File: src/design/sal_pkg.sv
`default_nettype none

package sal_pkg;

  // fixed field widths
  localparam int unsigned CAP_W = 5;
  localparam int unsigned POS_W = 5;
  localparam int unsigned KIND_W = 2;
  localparam int unsigned STATUS_W = 2;

  // capacity register value after reset
  localparam logic [CAP_W-1:0] CAP_RESET = 5'd16;

  // operation codes
  typedef enum logic [KIND_W-1:0] {
    KIND_INSERT = 2'd0,
    KIND_DELETE = 2'd1,
    KIND_READ   = 2'd2,
    KIND_LOCATE = 2'd3
  } sal_kind_t;

  // result status codes
  typedef enum logic [STATUS_W-1:0] {
    STATUS_OK        = 2'd0,
    STATUS_FULL      = 2'd1,
    STATUS_BAD_INDEX = 2'd2,
    STATUS_NOT_FOUND = 2'd3
  } sal_status_t;

  // command broadcast to every cell
  typedef struct packed {
    sal_kind_t kind;
    logic      wr_en;
  } sal_cmd_t;

  // flags handed along the row of cells
  typedef struct packed {
    logic hit;
    logic chain;
  } sal_tap_t;

endpackage

`default_nettype wire

File: src/design/sorted_array_list.sv
`default_nettype none

// channel  | direction | handshake            | payload
// in_      | input     | in_valid / in_ready  | kind, value, position
// out_     | output    | out_valid / out_ready| status, read_value, found_index,
//          |           |                      | entry_count
// cfg_     | input     | cfg_wr_en            | wr_data (capacity in use)
//
// one transfer per cycle on the input: every cell compares and shifts at once,
// and the result is registered, so it is valid in the cycle after the input transfer.
// the critical path is the hit chain rippling through the DEPTH cells.
// a transfer is taken while a result waits, as long as that result leaves the
// same cycle; otherwise the input stalls.
// synchronous reset empties the list and sets capacity to 16.

module sorted_array_list #(
  parameter int unsigned DEPTH = 16,
  parameter int unsigned DATA_WIDTH = 32
) (
  input  wire logic                          clk,
  input  wire logic                          rst_n,
  input  wire logic                          in_valid,
  output logic                               in_ready,
  input  wire logic [sal_pkg::KIND_W-1:0]    in_kind,
  input  wire logic [DATA_WIDTH-1:0]         in_value,
  input  wire logic [sal_pkg::POS_W-1:0]     in_position,
  output logic                               out_valid,
  input  wire logic                          out_ready,
  output logic [sal_pkg::STATUS_W-1:0]       out_status,
  output logic [DATA_WIDTH-1:0]              out_read_value,
  output logic [((DEPTH > 1) ? $clog2(DEPTH) : 1)-1:0] out_found_index,
  output logic [$clog2(DEPTH+1)-1:0]         out_entry_count,
  input  wire logic                          cfg_wr_en,
  input  wire logic [sal_pkg::CAP_W-1:0]     cfg_wr_data
);

  localparam int unsigned IDX_W = (DEPTH > 1) ? $clog2(DEPTH) : 1;
  localparam int unsigned CNT_W = $clog2(DEPTH + 1);
  localparam int unsigned CMP_W = (CNT_W > sal_pkg::CAP_W) ? CNT_W : sal_pkg::CAP_W;

  logic [sal_pkg::CAP_W-1:0] cap_r;
  logic [CNT_W-1:0]          count_r;
  logic [CNT_W-1:0]          count_nxt;
  logic                      out_valid_r;
  logic [sal_pkg::STATUS_W-1:0] status_r;
  logic [sal_pkg::STATUS_W-1:0] status_nxt;
  logic [DATA_WIDTH-1:0]     rd_r;
  logic [DATA_WIDTH-1:0]     rd_nxt;
  logic [IDX_W-1:0]          fidx_r;
  logic [IDX_W-1:0]          fidx_nxt;

  sal_pkg::sal_kind_t kind;
  sal_pkg::sal_cmd_t  cmd;
  logic               in_xfer;
  logic               full;
  logic               bad_index;
  logic               any_hit;
  logic [IDX_W-1:0]   hit_idx;
  logic [DATA_WIDTH-1:0] rd_any;

  logic [DATA_WIDTH-1:0] ent     [DEPTH];
  logic [DATA_WIDTH-1:0] rd_cell [DEPTH];
  sal_pkg::sal_tap_t     tap     [DEPTH];
  logic [DEPTH-1:0]      occ;

  assign kind     = sal_pkg::sal_kind_t'(in_kind);
  assign in_ready = !out_valid_r || out_ready;
  assign in_xfer  = in_valid && in_ready;

  // list state checks
  assign full = (count_r != '0) &&
                ((CMP_W'(count_r) >= CMP_W'(cap_r)) || (count_r == CNT_W'(DEPTH)));
  assign bad_index = CMP_W'(in_position) >= CMP_W'(count_r);

  // row of cells
  genvar g;
  generate
    for (g = 0; g < DEPTH; g++) begin : g_cell
      logic [DATA_WIDTH-1:0] prev_e;
      logic [DATA_WIDTH-1:0] next_e;
      logic                  prev_c;

      assign occ[g] = (count_r > CNT_W'(g));

      if (g == 0) begin : g_first
        assign prev_e = '0;
        assign prev_c = 1'b0;
      end else begin : g_mid
        assign prev_e = ent[g-1];
        assign prev_c = tap[g-1].chain;
      end

      if (g == DEPTH - 1) begin : g_last
        assign next_e = ent[g];
      end else begin : g_inner
        assign next_e = ent[g+1];
      end

      sal_cell #(
        .DATA_WIDTH (DATA_WIDTH),
        .IDX        (g)
      ) u_cell (
        .clk        (clk),
        .cmd        (cmd),
        .value      (in_value),
        .position   (in_position),
        .occupied   (occ[g]),
        .prev_entry (prev_e),
        .next_entry (next_e),
        .prev_chain (prev_c),
        .entry      (ent[g]),
        .tap        (tap[g]),
        .rd_data    (rd_cell[g])
      );
    end
  endgenerate

  // index of the hit cell and the addressed entry
  always_comb begin
    any_hit = 1'b0;
    hit_idx = '0;
    rd_any  = '0;
    for (int i = 0; i < DEPTH; i++) begin
      any_hit = any_hit | tap[i].hit;
      hit_idx = hit_idx | (tap[i].hit ? IDX_W'(i) : '0);
      rd_any  = rd_any | rd_cell[i];
    end
  end

  // result and state update for the current operation
  always_comb begin
    status_nxt = sal_pkg::STATUS_OK;
    rd_nxt     = '0;
    fidx_nxt   = '0;
    count_nxt  = count_r;
    cmd.kind   = kind;
    cmd.wr_en  = 1'b0;
    case (kind)
      sal_pkg::KIND_INSERT: begin
        if (full) begin
          status_nxt = sal_pkg::STATUS_FULL;
        end else begin
          cmd.wr_en = in_xfer;
          fidx_nxt  = hit_idx;
          count_nxt = count_r + 1'b1;
        end
      end
      sal_pkg::KIND_DELETE: begin
        if (bad_index) begin
          status_nxt = sal_pkg::STATUS_BAD_INDEX;
        end else begin
          cmd.wr_en = in_xfer;
          count_nxt = count_r - 1'b1;
        end
      end
      sal_pkg::KIND_READ: begin
        if (bad_index) begin
          status_nxt = sal_pkg::STATUS_BAD_INDEX;
        end else begin
          rd_nxt = rd_any;
        end
      end
      sal_pkg::KIND_LOCATE: begin
        if (any_hit) begin
          fidx_nxt = hit_idx;
        end else begin
          status_nxt = sal_pkg::STATUS_NOT_FOUND;
        end
      end
      default: status_nxt = sal_pkg::STATUS_OK;
    endcase
  end

  // control registers
  always_ff @(posedge clk) begin
    if (!rst_n) begin
      cap_r       <= sal_pkg::CAP_RESET;
      count_r     <= '0;
      out_valid_r <= 1'b0;
    end else begin
      if (cfg_wr_en) begin
        cap_r <= cfg_wr_data;
      end
      if (in_xfer) begin
        count_r     <= count_nxt;
        out_valid_r <= 1'b1;
      end else if (out_ready) begin
        out_valid_r <= 1'b0;
      end
    end
  end

  // result register
  always_ff @(posedge clk) begin
    if (in_xfer) begin
      status_r <= status_nxt;
      rd_r     <= rd_nxt;
      fidx_r   <= fidx_nxt;
    end
  end

  assign out_valid       = out_valid_r;
  assign out_status      = status_r;
  assign out_read_value  = rd_r;
  assign out_found_index = fidx_r;
  assign out_entry_count = count_r;

endmodule

`default_nettype wire

File: src/design/sal_cell.sv
`default_nettype none

module sal_cell #(
  parameter int unsigned DATA_WIDTH = 32,
  parameter int unsigned IDX = 0
) (
  input  wire logic                    clk,
  input  wire sal_pkg::sal_cmd_t       cmd,
  input  wire logic [DATA_WIDTH-1:0]   value,
  input  wire logic [sal_pkg::POS_W-1:0] position,
  input  wire logic                    occupied,
  input  wire logic [DATA_WIDTH-1:0]   prev_entry,
  input  wire logic [DATA_WIDTH-1:0]   next_entry,
  input  wire logic                    prev_chain,
  output logic [DATA_WIDTH-1:0]        entry,
  output sal_pkg::sal_tap_t            tap,
  output logic [DATA_WIDTH-1:0]        rd_data
);

  localparam logic [31:0] IDX_L = 32'(IDX);

  logic [DATA_WIDTH-1:0] entry_r;
  logic [DATA_WIDTH-1:0] entry_nxt;
  logic                  greater;
  logic                  equal;
  logic                  pos_match;
  logic                  hit;
  logic                  chain_out;

  // local compares against the broadcast operands
  assign greater   = occupied && ($signed(entry_r) > $signed(value));
  assign equal     = occupied && (entry_r == value);
  assign pos_match = (32'(position) == IDX_L);

  // first cell of the row that the operation selects
  always_comb begin
    case (cmd.kind)
      sal_pkg::KIND_INSERT: hit = (!occupied || greater) && !prev_chain;
      sal_pkg::KIND_LOCATE: hit = equal && !prev_chain;
      sal_pkg::KIND_DELETE: hit = pos_match;
      sal_pkg::KIND_READ:   hit = pos_match;
      default:              hit = 1'b0;
    endcase
  end

  assign chain_out = prev_chain || hit;

  // insert moves entries up from the hit cell, delete moves them down
  always_comb begin
    entry_nxt = entry_r;
    if (cmd.wr_en) begin
      case (cmd.kind)
        sal_pkg::KIND_INSERT: begin
          if (prev_chain) begin
            entry_nxt = prev_entry;
          end else if (hit) begin
            entry_nxt = value;
          end
        end
        sal_pkg::KIND_DELETE: begin
          if (chain_out) begin
            entry_nxt = next_entry;
          end
        end
        default: entry_nxt = entry_r;
      endcase
    end
  end

  always_ff @(posedge clk) begin
    entry_r <= entry_nxt;
  end

  assign entry     = entry_r;
  assign tap.hit   = hit;
  assign tap.chain = chain_out;
  assign rd_data   = pos_match ? entry_r : '0;

endmodule

`default_nettype wire

File: config.mk
export PLATFORM = sky130hd
export DESIGN_NAME = sorted_array_list
export DESIGN_NICKNAME = d
export VERILOG_FILES = /design/src/design/sal_pkg.sv /design/src/design/sorted_array_list.sv /design/src/design/sal_cell.sv
export SDC_FILE = /design/constraint.sdc
export NUM_CORES = 2
export LEC_CHECK = 0
export ABC_CLOCK_PERIOD_IN_PS = 12190
export BUFFER_PORTS_ARGS = -buffer_cell sky130_fd_sc_hd__buf_4
export CAP_MARGIN = 20
export CORE_MARGIN = 2
export CORE_UTILIZATION = 45
export DETAILED_ROUTE_END_ITERATION = 6
export GPL_ROUTABILITY_DRIVEN = 0
export PLACE_DENSITY = 0.6
export SLEW_MARGIN = 10
export SYNTH_ARGS = -nofsm -noshare
export SYNTH_HDL_FRONTEND = slang
export SYNTH_HIERARCHICAL = 1
export SYNTH_SLANG_ARGS = --single-unit
File: constraint.sdc
create_clock -name clk -period 12.19 [get_ports clk]
set_clock_uncertainty 0.1 [all_clocks]
set_input_delay 1.219 -clock clk [delete_from_list [all_inputs] [get_ports clk]]
set_output_delay 1.219 -clock clk [all_outputs]
set_load 0.02 [all_outputs]
==> flow_summary.yaml <==
timing:
  worst_pin_slew_ns: 1.34
  min_period_ns: 9.90
  fin_ws_ns: 2.29
  hold_violations: 0
  fin_tns_setup_ns: 0
  setup_viol: 0
  fmax_mhz: 101
  timing.final.max_slew_violations: 0
  worst_hold_slack_ns: 0.423
  period_share: 0.812
  grt_setup_unrepaired: "false"
  maxSlewHeadroom: 0.107
setup_path:
  crit_top_cell: "nand2_2"
  worstRegToRegCells: 41
  cp_max_fo: 34
  path_class: "in -> reg"
  cp_slowest_stage_delay_ns: 0.72
  slowest_stage: "a2111oi_1"
  worst_setup_path_end_kind: "flip-flop"
  setup.worst_path.start_class: "input pin"
  critPathArrivalTime_ns: 10.18
  timing.rr.start: "g_cell[0].u_cell/entry[11]"
  critPathLaunch: "in_value[11]"
  cp.required_ns: 12.46
die:
  dieArea_um2: 110000
  core_um2: 107000
  die_w_um: 332
  die_y_um: 332
  rows: 120
  start_util: 0.453
  io-pin-count: 94
global_routing:
  antenna_found_initial: 13
  grt_overflow: 0
  grt_max_degree: 66
  grt_pass1_wl_mm: 247
  grtUsageTotal: 0.295
  grt_pass1_vias: 37800
detailed_routing:
  vias: 40300
  routed_wl_mm: 167
  drt_iter0_markers: 3983
  vias_per_cell: 5.88
  antenna_left: 0
  drt_pass1_iterations: 6
  route.detailed.drc: 0
  wl_per_cell_um: 24.4
clock_tree:
  postCtsHoldBufs: 0
  cts_buffers: 74
  cts_sinks: 561
  clkLatencyLatePin_ns: 0.65
  postCtsSetupBuffers: 0
  clock-root-buffer: "clkbuf_16"
  ctsResizeCount: 0
  cts_tree: "built"
  cts_max_level: 3
  clk_pin_slew_ns: 0.06
  clockBufferDepth: 3
hold_path:
  min_path_type: "reg -> reg"
  hold_depth: 2
  hp-start: "cap_r[2]"
flow_run:
  maxCapViolations: 0
layout:
  drive_gt1_frac: 0.0764
  register_area_um2: 16700
  area_growth_pct: 10.1
  final_common_cell: "o21ai_0"
  fillers: 10100
  final_util: 0.499
  fin_nets: 6020
  fin_area_um2: 53300
  multi_input_area_um2: 28800
  final_cell_mix: "o21ai_0 (654), nand2_1 (651), inv_1 (592), ha_1 (563), edfxtp_1 (550)"
placed_design:
  hpwl_mm: 123
  place_ws_ns: 1.78
  place_area_um2: 50700
  io_buffers: 93
power:
  pwr_density_cell_nw_per_um2: 101
  ir_worst_vdd_v: 0.0000906
  p_leak_nw: 25.2
logic_synthesis:
  syn_area_per_cell_um2: 8.99
  ys_warn_count: 6
  netlist_instances: 5386
  synthesis.area_um2: 48400
outcome:
  status: "completed"
==> critical path, delay by kind of cell <==
kind / cells / cell delay [ns]
simple gates: 18 / 1.65
buf+inv: 3 / 0.74
compound gates: 21 / 6.20
fa+ha+maj: 1 / 0.34
==> final timing paths <==
kind | end | slack [ns]
max | out_status[1] | 2.29
min | cap_r[2] | 0.42
max reg2reg | out_status[1] | 2.82
min reg2reg | cap_r[2] | 0.42
==> power by group <==
| part | total, mW | switching (mW) | leakage [nW] | internal [mW] |
|---|---|---|---|---|
| sequential | 2.26 | 0.0654 | 5.13 | 2.20 |
| combinational | 0.865 | 0.568 | 18.9 | 0.296 |
| clock | 2.24 | 0.910 | 1.17 | 1.33 |
| total | 5.36 | 1.54 | 25.2 | 3.82 |
==> per-stage QoR <==
stage,instances,power (mW)
floorplan,5418,2.81
global placement,6709,3.11
detailed placement,6710,3.14
CTS,6842,5.38
global route,6851,5.56
finish,6855,5.36
==> registers in the layout, indices dropped and copies added (netlist names) <==
name	cells
g_cell.u_cell/entry	512
out_status	2
out_entry_count	5
out_read_value	32
out_found_index	4
cap_r	5
out_valid	1
==> per-layer routing <==
metal / track usage / vias to the layer above / share of wire
met5: 0 / - / 0.000078
met4: 0.0836 / 2 / 0.026
met3: 0.0537 / 244 / 0.089
met2: 0.458 / 1625 / 0.44
met1: 0.420 / 19300 / 0.45
li1: - / 19100 / -
==> area by class of cell <==
class,count,share of cell area
Antenna cell,4,0.000188
Clock buffer,99,0.0393
Clock inverter,33,0.00601
Inverter,593,0.0418
Multi-Input combinational cell,4000,0.540
Sequential cell,561,0.314
Tap cell,1403,0.0329
Timing Repair Buffer,162,0.0253
No activity file was read; power rests on OpenSTA's default activity.
